<file path="config.mk">
export PLATFORM = sky130hd
export DESIGN_NAME = i2c_register_master_core
export DESIGN_NICKNAME = d
export VERILOG_FILES = /design/src/hdl/i2c_rm_pkg.sv /design/src/hdl/i2c_register_master_core.sv
export SDC_FILE = /design/constraint.sdc
export NUM_CORES = 1
export LEC_CHECK = 0
export BUFFER_PORTS_ARGS = -buffer_cell sky130_fd_sc_hd__buf_2
export CAP_MARGIN = 20
export CORE_ASPECT_RATIO = 0.75
export CORE_MARGIN = 3
export CORE_UTILIZATION = 33
export CTS_BUF_LIST = sky130_fd_sc_hd__clkbuf_16
export DETAILED_ROUTE_END_ITERATION = 6
export PLACE_DENSITY = 0.51
export SKIP_CTS_REPAIR_TIMING = 1
export SLEW_MARGIN = 20
export SYNTH_ARGS = -nofsm -noshare
export SYNTH_HDL_FRONTEND = slang
export SYNTH_SLANG_ARGS = --single-unit
</file>
<file path="constraint.sdc">
create_clock -name clk_i -period 6.1 [get_ports clk_i]
set_clock_uncertainty 0.2 [all_clocks]
set_input_delay 0.61 -clock clk_i [delete_from_list [all_inputs] [get_ports clk_i]]
set_output_delay 0.61 -clock clk_i [all_outputs]
set_load 0.02 [all_outputs]
</file>
<file path="src/hdl/i2c_rm_pkg.sv">
// Package for the register-addressed I2C master: bus phase and stage codes,
// the sequencer state record, the result record and the state update helpers.
// Depends on nothing; used by i2c_register_master_core and the testbench.
package i2c_rm_pkg;

  // Action codes carried with every tick.
  localparam logic [1:0] ACT_TICK  = 2'd0;
  localparam logic [1:0] ACT_WRITE = 2'd1;
  localparam logic [1:0] ACT_READ  = 2'd2;
  localparam logic [1:0] ACT_DATA  = 2'd3;

  // Configuration register indexes.
  localparam logic [1:0] CFG_DEV_ADDR   = 2'd0;
  localparam logic [1:0] CFG_POLL_LIMIT = 2'd1;
  localparam logic [1:0] CFG_TICKS      = 2'd2;

  // Configuration reset values.
  localparam logic [6:0]  DEV_ADDR_RST   = 7'd127;
  localparam logic [7:0]  POLL_LIMIT_RST = 8'd100;
  localparam logic [15:0] TICKS_RST      = 16'd1;

  typedef enum logic [21:0] {
    PH_IDLE      = 22'h000001,
    PH_START_PRE = 22'h000002,
    PH_START_A1  = 22'h000004,
    PH_START_A2  = 22'h000008,
    PH_START_B   = 22'h000010,
    PH_BIT_L     = 22'h000020,
    PH_BIT_H1    = 22'h000040,
    PH_BIT_H2    = 22'h000080,
    PH_TAIL1     = 22'h000100,
    PH_TAIL2     = 22'h000200,
    PH_ACK_L     = 22'h000400,
    PH_ACK_H     = 22'h000800,
    PH_ACK_POLL  = 22'h001000,
    PH_WAIT_DATA = 22'h002000,
    PH_RD_L      = 22'h004000,
    PH_RD_H      = 22'h008000,
    PH_MACK_L    = 22'h010000,
    PH_MACK_H    = 22'h020000,
    PH_STOP_0    = 22'h040000,
    PH_STOP_A    = 22'h080000,
    PH_STOP_B    = 22'h100000,
    PH_STOP_C    = 22'h200000
  } phase_e;

  // Which byte of the transfer is on the wire.
  typedef enum logic [1:0] {
    ST_ADDR_W = 2'd0,
    ST_REG    = 2'd1,
    ST_ADDR_R = 2'd2,
    ST_DATA   = 2'd3
  } stage_e;

  typedef struct packed {
    phase_e      phase;
    logic [3:0]  bit_index;
    logic [7:0]  shift_byte;
    logic [7:0]  bytes_left;
    logic [15:0] delay_count;
    logic [7:0]  poll_count;
    logic [7:0]  held_register;
    logic        is_read;
    logic        scl;
    logic        sda;
    stage_e      stage;
    logic        drive;
    logic        failed;
  } seq_t;

  // One result item, in the order it is packed onto the output bus; read_last leaves on tlast.
  typedef struct packed {
    logic       ack_error;
    logic       done_res;
    logic       busy_res;
    logic       need_write_data;
    logic       read_last;
    logic       read_valid;
    logic [7:0] read_data;
    logic       sda_drive;
    logic       sda_level;
    logic       scl_level;
  } res_t;

  // Enter a new bus phase with the given pin levels and restart the delay.
  // A released SDA line always reads back as high.
  function automatic seq_t go(seq_t s, phase_e ph, logic scl, logic sda, logic drv);
    seq_t r;
    r             = s;
    r.phase       = ph;
    r.scl         = scl;
    r.drive       = drv;
    r.sda         = drv ? sda : 1'b1;
    r.delay_count = '0;
    return r;
  endfunction

  function automatic seq_t send_bit_low(seq_t s);
    return go(s, PH_BIT_L, 1'b0, s.shift_byte[7], 1'b1);
  endfunction

  // STOP begins with SCL low and SDA left as it is.
  function automatic seq_t begin_stop(seq_t s);
    return go(s, PH_STOP_0, 1'b0, s.sda, s.drive);
  endfunction

  // The target acknowledged: move on to the next byte of the transfer, or begin STOP when none is left.
  function automatic seq_t after_ack(seq_t s);
    seq_t r;
    r = s;
    case (s.stage)
      ST_ADDR_W: begin
        r.stage      = ST_REG;
        r.shift_byte = s.held_register;
        r.bit_index  = '0;
        r            = send_bit_low(r);
      end
      ST_REG: begin
        if (s.is_read) begin
          r.stage = ST_ADDR_R;
          r       = go(r, PH_START_PRE, 1'b0, 1'b1, 1'b1);
        end else if (s.bytes_left == 8'd0) begin
          r = begin_stop(r);
        end else begin
          r.stage = ST_DATA;
          r       = go(r, PH_WAIT_DATA, 1'b0, 1'b1, 1'b0);
        end
      end
      ST_ADDR_R: begin
        if (s.bytes_left == 8'd0) begin
          r = begin_stop(r);
        end else begin
          r.stage      = ST_DATA;
          r.shift_byte = '0;
          r.bit_index  = '0;
          r            = go(r, PH_RD_L, 1'b0, 1'b1, 1'b0);
        end
      end
      default: begin
        r.bytes_left = s.bytes_left - 8'd1;
        if (r.bytes_left == 8'd0) begin
          r = begin_stop(r);
        end else begin
          r = go(r, PH_WAIT_DATA, 1'b0, 1'b1, 1'b0);
        end
      end
    endcase
    return r;
  endfunction

endpackage

</file>
<file path="src/hdl/i2c_register_master_core.sv">
// Top level of the register-addressed I2C master: tick-driven bus sequencer
// with a registered result stage. Depends on i2c_rm_pkg.
//
// Usage. Every transfer on the slave stream is one bus tick. It carries the
// sampled SDA level and an action in tuser: a plain tick, the start of a
// register write, the start of a register read, or the next write byte.
// A register transfer sends START, the device address with the write bit and
// the register byte; a write then sends the data bytes one by one as they are
// supplied, while a read sends a repeated START and the address with the read
// bit, and receives the bytes MSB first, acknowledging all but the last.
// Every transfer ends with STOP, also when an acknowledge fails to arrive
// within the poll limit, in which case ack_error is raised alongside done.
// For every accepted tick exactly one result transfer leaves on the master
// stream, carrying the pin levels and status after that tick.
// The sequencer state and the result register are both updated at the edge
// that accepts the tick. One tick is taken in every cycle while the receiver
// keeps up, set by the single sequencer update between the state and result registers.
// When the receiver stalls, the result waits in the output register and the
// slave side is held off until it has been taken; no tick is lost.
// Reset releases the bus (SCL and SDA high), empties the output register and
// restores the configuration to its reset values. The configuration port must be
// written only while the block is idle; the block itself does not enforce this.
module i2c_register_master_core (
  input  logic        clk_i,
  input  logic        rst_ni,
  // Configuration write port.
  input  logic        cfg_we_i,
  input  logic [1:0]  cfg_index_i,
  input  logic [15:0] cfg_data_i,
  // Tick stream in.
  input  logic        s_axis_tvalid,
  output logic        s_axis_tready,
  // tdata, from bit 0: reg_address[7:0], byte_count[15:8], write_data[23:16],
  // sda_in[24], zero padding[31:25].
  input  logic [31:0] s_axis_tdata,
  // tuser: action[1:0].
  input  logic [1:0]  s_axis_tuser,
  // Result stream out.
  output logic        m_axis_tvalid,
  input  logic        m_axis_tready,
  // tdata, from bit 0: scl_level[0], sda_level[1], sda_drive[2],
  // read_data[10:3], read_valid[11], need_write_data[12], busy_res[13],
  // done_res[14], ack_error[15].
  output logic [15:0] m_axis_tdata,
  // tlast: read_last, the received byte is the final one of the read.
  output logic        m_axis_tlast
);

  // Configuration registers.
  logic [6:0]  dev_addr_q;
  logic [7:0]  poll_limit_q;
  logic [15:0] ticks_q;

  // Sequencer state and its next value.
  i2c_rm_pkg::seq_t seq_q, seq_d;

  // Output register.
  logic             out_valid_q;
  i2c_rm_pkg::res_t res_q, res_d;

  logic accept;

  // A new tick is taken whenever the output register is free or being emptied.
  assign s_axis_tready = !out_valid_q || m_axis_tready;
  assign accept        = s_axis_tvalid && s_axis_tready;

  always_ff @(posedge clk_i or negedge rst_ni) begin
    if (!rst_ni) begin
      dev_addr_q   <= i2c_rm_pkg::DEV_ADDR_RST;
      poll_limit_q <= i2c_rm_pkg::POLL_LIMIT_RST;
      ticks_q      <= i2c_rm_pkg::TICKS_RST;
    end else if (cfg_we_i) begin
      case (cfg_index_i)
        i2c_rm_pkg::CFG_DEV_ADDR:   dev_addr_q   <= cfg_data_i[6:0];
        i2c_rm_pkg::CFG_POLL_LIMIT: poll_limit_q <= cfg_data_i[7:0];
        i2c_rm_pkg::CFG_TICKS:      ticks_q      <= cfg_data_i;
        default: begin
          // Writes to indexes beyond the register list are dropped.
        end
      endcase
    end
  end

  // Sequencer: one bus tick per accepted transfer.
  always_comb begin
    logic [1:0]  action;
    logic [7:0]  in_reg;
    logic [7:0]  in_count;
    logic [7:0]  in_wdata;
    logic        sda_in;
    logic [15:0] unit;
    logic [16:0] dly_inc;
    logic        expired;
    logic        rd_valid;
    logic        rd_last;
    logic [7:0]  rd_data;
    logic        done;
    logic        err;

    action   = s_axis_tuser;
    in_reg   = s_axis_tdata[7:0];
    in_count = s_axis_tdata[15:8];
    in_wdata = s_axis_tdata[23:16];
    sda_in   = s_axis_tdata[24];
    rd_valid = 1'b0;
    rd_last  = 1'b0;
    rd_data  = '0;
    done     = 1'b0;
    err      = 1'b0;
    seq_d    = seq_q;

    // A zero delay unit behaves as one tick.
    unit    = (ticks_q == 16'd0) ? 16'd1 : ticks_q;
    dly_inc = {1'b0, seq_q.delay_count} + 17'd1;
    expired = 1'b0;
    if (seq_q.phase != i2c_rm_pkg::PH_IDLE && seq_q.phase != i2c_rm_pkg::PH_WAIT_DATA &&
        seq_q.phase != i2c_rm_pkg::PH_ACK_POLL) begin
      if (dly_inc >= {1'b0, unit}) begin
        expired = 1'b1;
      end else begin
        seq_d.delay_count = dly_inc[15:0];
      end
    end

    case (seq_q.phase)
      i2c_rm_pkg::PH_IDLE: begin
        if (action == i2c_rm_pkg::ACT_WRITE || action == i2c_rm_pkg::ACT_READ) begin
          seq_d.held_register = in_reg;
          seq_d.bytes_left    = in_count;
          seq_d.is_read       = (action == i2c_rm_pkg::ACT_READ);
          seq_d.stage         = i2c_rm_pkg::ST_ADDR_W;
          seq_d.failed        = 1'b0;
          seq_d = i2c_rm_pkg::go(seq_d, i2c_rm_pkg::PH_START_A1, 1'b1, 1'b1, 1'b1);
        end
      end
      i2c_rm_pkg::PH_START_PRE: begin
        if (expired) seq_d = i2c_rm_pkg::go(seq_d, i2c_rm_pkg::PH_START_A1, 1'b1, 1'b1, 1'b1);
      end
      i2c_rm_pkg::PH_START_A1: begin
        if (expired) seq_d = i2c_rm_pkg::go(seq_d, i2c_rm_pkg::PH_START_A2, 1'b1, 1'b1, 1'b1);
      end
      i2c_rm_pkg::PH_START_A2: begin
        // SDA falls while SCL is high: the START condition.
        if (expired) seq_d = i2c_rm_pkg::go(seq_d, i2c_rm_pkg::PH_START_B, 1'b1, 1'b0, 1'b1);
      end
      i2c_rm_pkg::PH_START_B: begin
        if (expired) begin
          seq_d.shift_byte = {dev_addr_q, (seq_q.stage == i2c_rm_pkg::ST_ADDR_R)};
          seq_d.bit_index  = '0;
          seq_d = i2c_rm_pkg::send_bit_low(seq_d);
        end
      end
      i2c_rm_pkg::PH_BIT_L: begin
        if (expired) seq_d = i2c_rm_pkg::go(seq_d, i2c_rm_pkg::PH_BIT_H1, 1'b1, seq_q.sda, 1'b1);
      end
      i2c_rm_pkg::PH_BIT_H1: begin
        if (expired) seq_d = i2c_rm_pkg::go(seq_d, i2c_rm_pkg::PH_BIT_H2, 1'b1, seq_q.sda, 1'b1);
      end
      i2c_rm_pkg::PH_BIT_H2: begin
        if (expired) begin
          seq_d.shift_byte = {seq_q.shift_byte[6:0], 1'b0};
          seq_d.bit_index  = seq_q.bit_index + 4'd1;
          if (seq_d.bit_index >= 4'd8) begin
            seq_d = i2c_rm_pkg::go(seq_d, i2c_rm_pkg::PH_TAIL1, 1'b0, seq_q.sda, 1'b1);
          end else begin
            seq_d = i2c_rm_pkg::send_bit_low(seq_d);
          end
        end
      end
      i2c_rm_pkg::PH_TAIL1: begin
        if (expired) seq_d = i2c_rm_pkg::go(seq_d, i2c_rm_pkg::PH_TAIL2, 1'b0, seq_q.sda, 1'b1);
      end
      i2c_rm_pkg::PH_TAIL2: begin
        if (expired) seq_d = i2c_rm_pkg::go(seq_d, i2c_rm_pkg::PH_ACK_L, 1'b0, 1'b1, 1'b0);
      end
      i2c_rm_pkg::PH_ACK_L: begin
        if (expired) seq_d = i2c_rm_pkg::go(seq_d, i2c_rm_pkg::PH_ACK_H, 1'b1, 1'b1, 1'b0);
      end
      i2c_rm_pkg::PH_ACK_H: begin
        if (expired) begin
          seq_d.poll_count = '0;
          seq_d = i2c_rm_pkg::go(seq_d, i2c_rm_pkg::PH_ACK_POLL, 1'b1, 1'b1, 1'b0);
        end
      end
      i2c_rm_pkg::PH_ACK_POLL: begin
        // SDA is sampled once per tick; a low level is the acknowledge.
        if (!sda_in) begin
          seq_d = i2c_rm_pkg::after_ack(seq_d);
        end else if (seq_q.poll_count >= poll_limit_q) begin
          seq_d.failed = 1'b1;
          seq_d = i2c_rm_pkg::begin_stop(seq_d);
        end else begin
          seq_d.poll_count = seq_q.poll_count + 8'd1;
        end
      end
      i2c_rm_pkg::PH_WAIT_DATA: begin
        if (action == i2c_rm_pkg::ACT_DATA) begin
          seq_d.shift_byte = in_wdata;
          seq_d.bit_index  = '0;
          seq_d = i2c_rm_pkg::send_bit_low(seq_d);
        end
      end
      i2c_rm_pkg::PH_RD_L: begin
        if (expired) seq_d = i2c_rm_pkg::go(seq_d, i2c_rm_pkg::PH_RD_H, 1'b1, 1'b1, 1'b0);
      end
      i2c_rm_pkg::PH_RD_H: begin
        if (expired) begin
          seq_d.shift_byte = {seq_q.shift_byte[6:0], sda_in};
          seq_d.bit_index  = seq_q.bit_index + 4'd1;
          if (seq_d.bit_index >= 4'd8) begin
            // Byte complete: present it and answer with ACK, or NACK on the last.
            rd_valid = 1'b1;
            rd_data  = seq_d.shift_byte;
            rd_last  = (seq_q.bytes_left == 8'd1);
            seq_d = i2c_rm_pkg::go(seq_d, i2c_rm_pkg::PH_MACK_L, 1'b0, rd_last, 1'b1);
          end else begin
            seq_d = i2c_rm_pkg::go(seq_d, i2c_rm_pkg::PH_RD_L, 1'b0, 1'b1, 1'b0);
          end
        end
      end
      i2c_rm_pkg::PH_MACK_L: begin
        if (expired) seq_d = i2c_rm_pkg::go(seq_d, i2c_rm_pkg::PH_MACK_H, 1'b1, seq_q.sda, 1'b1);
      end
      i2c_rm_pkg::PH_MACK_H: begin
        if (expired) begin
          seq_d.bytes_left = seq_q.bytes_left - 8'd1;
          if (seq_d.bytes_left == 8'd0) begin
            seq_d = i2c_rm_pkg::begin_stop(seq_d);
          end else begin
            seq_d.shift_byte = '0;
            seq_d.bit_index  = '0;
            seq_d = i2c_rm_pkg::go(seq_d, i2c_rm_pkg::PH_RD_L, 1'b0, 1'b1, 1'b0);
          end
        end
      end
      i2c_rm_pkg::PH_STOP_0: begin
        if (expired) seq_d = i2c_rm_pkg::go(seq_d, i2c_rm_pkg::PH_STOP_A, 1'b0, 1'b0, 1'b1);
      end
      i2c_rm_pkg::PH_STOP_A: begin
        if (expired) seq_d = i2c_rm_pkg::go(seq_d, i2c_rm_pkg::PH_STOP_B, 1'b1, 1'b0, 1'b1);
      end
      i2c_rm_pkg::PH_STOP_B: begin
        // SDA rises while SCL is high: the STOP condition.
        if (expired) seq_d = i2c_rm_pkg::go(seq_d, i2c_rm_pkg::PH_STOP_C, 1'b1, 1'b1, 1'b1);
      end
      i2c_rm_pkg::PH_STOP_C: begin
        if (expired) begin
          done         = 1'b1;
          err          = seq_q.failed;
          seq_d.failed = 1'b0;
          seq_d = i2c_rm_pkg::go(seq_d, i2c_rm_pkg::PH_IDLE, 1'b1, 1'b1, 1'b1);
        end
      end
      default: begin
        seq_d = i2c_rm_pkg::go(seq_d, i2c_rm_pkg::PH_IDLE, 1'b1, 1'b1, 1'b1);
      end
    endcase

    res_d.scl_level       = seq_d.scl;
    res_d.sda_level       = seq_d.drive ? seq_d.sda : 1'b1;
    res_d.sda_drive       = seq_d.drive;
    res_d.read_data       = rd_data;
    res_d.read_valid      = rd_valid;
    res_d.read_last       = rd_last;
    res_d.need_write_data = (seq_d.phase == i2c_rm_pkg::PH_WAIT_DATA);
    res_d.busy_res        = (seq_d.phase != i2c_rm_pkg::PH_IDLE);
    res_d.done_res        = done;
    res_d.ack_error       = err;
  end

  always_ff @(posedge clk_i or negedge rst_ni) begin
    if (!rst_ni) begin
      seq_q.phase         <= i2c_rm_pkg::PH_IDLE;
      seq_q.bit_index     <= '0;
      seq_q.shift_byte    <= '0;
      seq_q.bytes_left    <= '0;
      seq_q.delay_count   <= '0;
      seq_q.poll_count    <= '0;
      seq_q.held_register <= '0;
      seq_q.is_read       <= 1'b0;
      seq_q.scl           <= 1'b1;
      seq_q.sda           <= 1'b1;
      seq_q.stage         <= i2c_rm_pkg::ST_ADDR_W;
      seq_q.drive         <= 1'b1;
      seq_q.failed        <= 1'b0;
    end else if (accept) begin
      seq_q <= seq_d;
    end
  end

  // Output register: the valid flag is reset, the payload is not.
  always_ff @(posedge clk_i or negedge rst_ni) begin
    if (!rst_ni) begin
      out_valid_q <= 1'b0;
    end else if (accept) begin
      out_valid_q <= 1'b1;
    end else if (m_axis_tready) begin
      out_valid_q <= 1'b0;
    end
  end

  always_ff @(posedge clk_i) begin
    if (accept) begin
      res_q <= res_d;
    end
  end

  assign m_axis_tvalid = out_valid_q;
  assign m_axis_tdata  = {res_q.ack_error, res_q.done_res, res_q.busy_res,
                          res_q.need_write_data, res_q.read_valid, res_q.read_data,
                          res_q.sda_drive, res_q.sda_level, res_q.scl_level};
  assign m_axis_tlast  = res_q.read_last;

endmodule

</file>
# [Yosys cells after proc, flatten, opt, wreduce, memory -nomap -nowiden]
# Index checks and enable logic that the tools add are counted.
[totals] reg_bits=129 in_bits=57 wordCells=186
[op_classes] n_addsub=4 order_cmp=3 eq_ne=56 muxes=44 bitwise_logic=22 n_reduce_logical=30
[op_table] cell="$mux 81" count=22
[op_table] cell="$pmux 81 s22" count=1
[op_table] cell="$mux 78" count=5
[op_table] cell="$pmux 78 s3" count=1
[op_table] cell="$reduce_and 27->1" count=3
[op_table] cell="$mux 76" count=1
[op_table] cell="$mux 68" count=1
[op_table] cell="$mux 58" count=1
[op_table] cell="$reduce_and 25->1" count=2
[op_table] cell="$mux 16" count=3
[op_table] cell="$eq 22x14->1 const B" count=2
[op_table] cell="$ne 22x1->1 const B" count=2
[op_table] cell="$ne 2x2->1 const B" count=16
[op_table] cell="$reduce_and 28->1" count=1
[op_table] cell="$reduce_and 24->1" count=1
[op_table] cell="$eq 22x1->1 const B" count=1
[op_table] cell="$eq 22x10->1 const B" count=1
[op_table] cell="$eq 22x11->1 const B" count=1
[op_table] cell="$eq 22x12->1 const B" count=1
[op_table] cell="$eq 22x13->1 const B" count=1
[op_table] cell="$eq 22x15->1 const B" count=1
[op_table] cell="$eq 22x16->1 const B" count=1
[op_table] cell="$eq 22x17->1 const B" count=1
[op_table] cell="$eq 22x18->1 const B" count=1
[op_table] cell="other kinds (44)" count=88

# [Logic depth before layout (Yosys ltp)]
[depth] depth_word=9 depth_mapped=18

# [Least setup slack after synthesis]
# OpenSTA, ideal clock, no wires.
[synth_timing] path_kind="reg2reg" from="register seq_q[23] (netlist bit)" to="register seq_q[44] (netlist bit)" arrival_time_ps=3616 required_time_ps=5765 path_slack_ps=2149 stages_incl_launch_ff=17 path_buffers=2 period_less_slack_ps=3951 cell_sequence="dfrtp_1 -> ha_1 -> nand3_1 -> nor2_1 -> nand3_1 -> nor2_1 -> nand3_1 -> xnor2_1 -> ha_1 -> nand4_1 -> o311ai_0 -> buf_2 -> a31oi_1 -> a2111o_1 -> clkbuf_1 -> o21ai_0 -> o21ai_0"
[synth_between] elab_chain_cells=6
[synth_rtl] item="start: declaration" line_no="i2c_register_master_core.sv:55" source="i2c_rm_pkg::seq_t seq_q, seq_d;"
[synth_rtl] item="start signal: assignment" line_no="i2c_register_master_core.sv:287" source="seq_q <= seq_d;"
[synth_rtl] item="$add 16x1->17" line_no="i2c_register_master_core.sv:114" source="dly_inc = {1'b0, seq_q.delay_count} + 17'd1;"
[synth_rtl] item="$ge 17x16->1" line_no="i2c_register_master_core.sv:118" source="if (dly_inc >= {1'b0, unit}) begin"
[synth_rtl] item="$mux 1" line_no="i2c_register_master_core.sv:118"
[synth_rtl] item="$mux 1" line_no="i2c_register_master_core.sv:116" source="if (seq_q.phase != i2c_rm_pkg::PH_IDLE && seq_q.phase != i2c_rm_pkg::PH_WAIT_DATA &&"
[synth_rtl] item="$ne 2x2->1 (no source line)"
[synth_rtl] item="$reduce_and 27->1 (no source line)"
# Every way passes these cells.
# A chain may end at the register's enable or synchronous reset.

# [Worst setup path in the final report]
[layout_timing] from="register seq_q[23] (netlist bit)" to="register seq_q[43] (netlist bit)"
# The elaborated chain is that of the path after synthesis.

==> flow_summary_export.csv <==
group,metric,value,unit
floorplanning,io_pins,76,
floorplanning,initial_core_util,0.342,
routing,ant_nets,0,
logic_synthesis,seq_area_frac_synth,0.399,
worst_setup_path,path_max_fanout,11,
final_layout,utilization,0.391,
routing,drt_wl_total,24.1,mm
pwr,power.static_leakage,4.21,nW
clocking,cts_max_level,4,
pwr,power,3.18,mW
placed_design,place_ws,1570,ps
logic_synthesis,syn-num-nets,997,
timing,rsz0062_at_grt,"no",
final_layout,area_growth_syn_to_layout,14.4,%
logic_synthesis,synth_area_leader_cell,"dfrtp_1",
logic_synthesis,syn_area,0.00835,mm^2
global_route,grt_use_met3,0.0473,
global_route,met2_usage,0.257,
global_route,grt_pass1_wl,38.6,mm
placed_design,dp_hpwl,17.6,mm
worst_setup_path,startpoint,"seq_q[23]$_DFFE_PN0P_",
hold_path,holdCritPathClass,"in -> async",
routing,drc,0,
worst_setup_path,worstPathArrival,4680,ps
timing,tns,0,ps
placed_design,dp.cells,1273,
global_route,grt_max_degree,66,
global_route,globalRoute.totalOverflow,0,
logic_synthesis,synth.top_cell.area_share,0.291,
clocking,ctsRootBufferMaster,"clkbuf_16",
floorplanning,row_count,49,
routing,vias,7167,
timing,fin_crit_sh,0.751,
final_layout,postLayoutCellArea,0.00955,mm^2
worst_setup_path,critPathKind,"reg -> reg",
timing,setup_viol,0,
final_layout,antennaDiodeCount,0,
worst_setup_path,ff2ff_path_depth,17,
placed_design,gp_congestion,0.885,
final_layout,drive_above_1_share,0.211,
worst_setup_path,crit_path_end_kind,"flop",
pwr,power_density,334,mW/mm^2
worst_setup_path,r2r_end,"seq_q[43]$_DFFE_PN0P_",
clocking,clk_pin_slew,70,ps
timing,worstMarginPinSlew,1070,ps
routing,drt_first_iter_violations,657,
logic_synthesis,yosys_warnings,0,
routing,drt_first_pass_iters,5,
timing,slew_headroom,0.283,
logic_synthesis,synthDistinctLibCells,87,
timing,min_period,4580,ps
worst_setup_path,crit_end,"seq_q[43]$_DFFE_PN0P_",
logic_synthesis,avgSynthCellArea,9.20,um^2
clocking,cts_inserted_buffers,17,
worst_setup_path,worstPathRequired,6200,ps
floorplanning,core,0.0244,mm^2
global_route,grt_pass1_vias,6778,
run,maxCapViolCount,0,
timing,fmax,218,MHz
global_route,use_met1,0.277,
floorplanning,die_h,144,um
clocking,tritoncts,"done",
timing,finalWorstSetupSlack,1520,ps
routing,wl_per_cell,18.5,um
pwr,vdd_drop_max,0.236,mV
global_route,antenna_found_initial,0,
worst_setup_path,startpoint_type,"flop",
logic_synthesis,synthTopCellsByArea,"dfrtp_1, edfxtp_1, mux2_2, ha_1, dfstp_2",
placed_design,portBuffers,68,
clocking,clock-sinks,129,
logic_synthesis,synth_edf_count,17,
floorplanning,die_area,0.0273,mm^2
global_route,track_usage,0.183,
floorplanning,dieWidth,190,um
worst_setup_path,r2r_slack,1520,ps
logic_synthesis,async_flop_share,0.868,
final_layout,stdcell_count,1305,
placed_design,placed_area,0.00896,mm^2
clocking,clk_latency,430,ps
final_layout,nets,1051,
routing,viasPerCell,5.49,
logic_synthesis,netlist_instances,907,
logic_synthesis,synth-seq-cells,129,
timing,hold_viol_final,0,
global_route,top_usage_layer,"met1",
timing,final_max_slew_viol_count,0,
worst_setup_path,r2r-start,"seq_q[23]$_DFFE_PN0P_",
outcome,status,"finished clean",
clocking,clock_path_buffers,2,
timing,whs,40.4,ps
logic_synthesis,synthFlopType,"dfrtp_1",
power by group:
group	internal [mW]	total [mW]	switching [mW]
registers	1.04	1.17	0.133
logic	0.362	0.978	0.616
clock network	0.605	1.03	0.428
total	2.01	3.18	1.18
kinds of logic (layout without fill, tap and decap cells):
logic type,Yosys count,in the layout,share of synthesized area
AOI/OAI and AO/OA,239,239,0.191
xor gates and xnor gates,23,23,0.0241
adders and majority gates,33,33,0.0495
buffers and inverters,85,152,0.0465
DFF,129,129,0.399
muxes,44,44,0.0591
and+or+nand+nor,354,354,0.231
metal layers:
metal / vias up / routed length, um
li1: 3472 / -
met2: 207 / 10200
met5: - / 0
met3: 26 / 1550
met1: 3462 / 12100
met4: 0 / 320
placed cells by master (no fill, tap or decap), types with 28 or more instances in the layout:
cell type  instances
mux2_2            42
dfrtp_1           97
nand2_1           62
buf_2             67
o21ai_0           70
nor2_1            96
ha_1              33
inv_1             39
nand3_1           31
a21oi_1           49
nor3_1            28
registers in the layout, summed over array words and instances (netlist names):
signal,cells
m_axis_tdata,16
m_axis_tvalid,1
m_axis_tlast,1
poll_limit_q,8
dev_addr_q,7
seq_q,80
ticks_q,16
worst min path at each step:
stage / startpoint / to / slack, ps
floorplan: rst_ni / m_axis_tvalid$_DFFE_PN0P_ / 110
global placement: seq_q[57]$_DFFE_PN0P_ / seq_q[57]$_DFFE_PN0P_ / 280
detailed placement: seq_q[57]$_DFFE_PN0P_ / seq_q[57]$_DFFE_PN0P_ / 290
CTS: rst_ni / seq_q[34]$_DFFE_PN0P_ / 50
global route: rst_ni / seq_q[69]$_DFFE_PN0P_ / 90
finish: rst_ni / seq_q[69]$_DFFE_PN0P_ / 40
worst max-delay path: stages, from the launching register on:
cell and delay, ps:
dfrtp_1 410, ha_1 250, nand3_1 120, nor2_1 240, nand3_1 230, nor2_1 150, nand3_1 140, xnor2_1 160
ha_1 290, nand4_1 150, nor2_1 70, o31ai_1 320, o311ai_2 170, buf_4 230, a31oi_1 780, nor2_1 210
a22oi_1 220, o21ai_0 100
final cells by class:
cell class,instances,area [um^2]
Fill cell,2509,14900
Sequential cell,129,3330
Multi-Input combinational cell,693,4640
Inverter,41,155
Clock inverter,15,156
Timing Repair Buffer,79,425
Tap cell,331,414
Clock buffer,17,425
cells in the mapped netlist, types with 6 or more instances:
master / n
nor2_1: 97
a211oi_1: 9
ha_1: 33
xnor2_1: 12
a22oi_1: 8
nand3b_1: 9
a31oi_1: 15
nor3b_1: 6
nor4_1: 13
edfxtp_1: 17
nor2b_1: 9
buf_2: 11
nand3_1: 31
inv_1: 39
o31ai_1: 14
nand4_1: 13
and3_1: 21
a21oi_1: 49
nand2b_1: 11
a22o_1: 10
dfrtp_1: 97
or3_1: 15
nand2_1: 62
xor2_1: 11
a21o_1: 11
clkbuf_1: 22
o21ai_0: 70
dfstp_2: 15
mux2_2: 42
nor3_1: 28
Note: power is estimated with default switching activity, not from simulation.
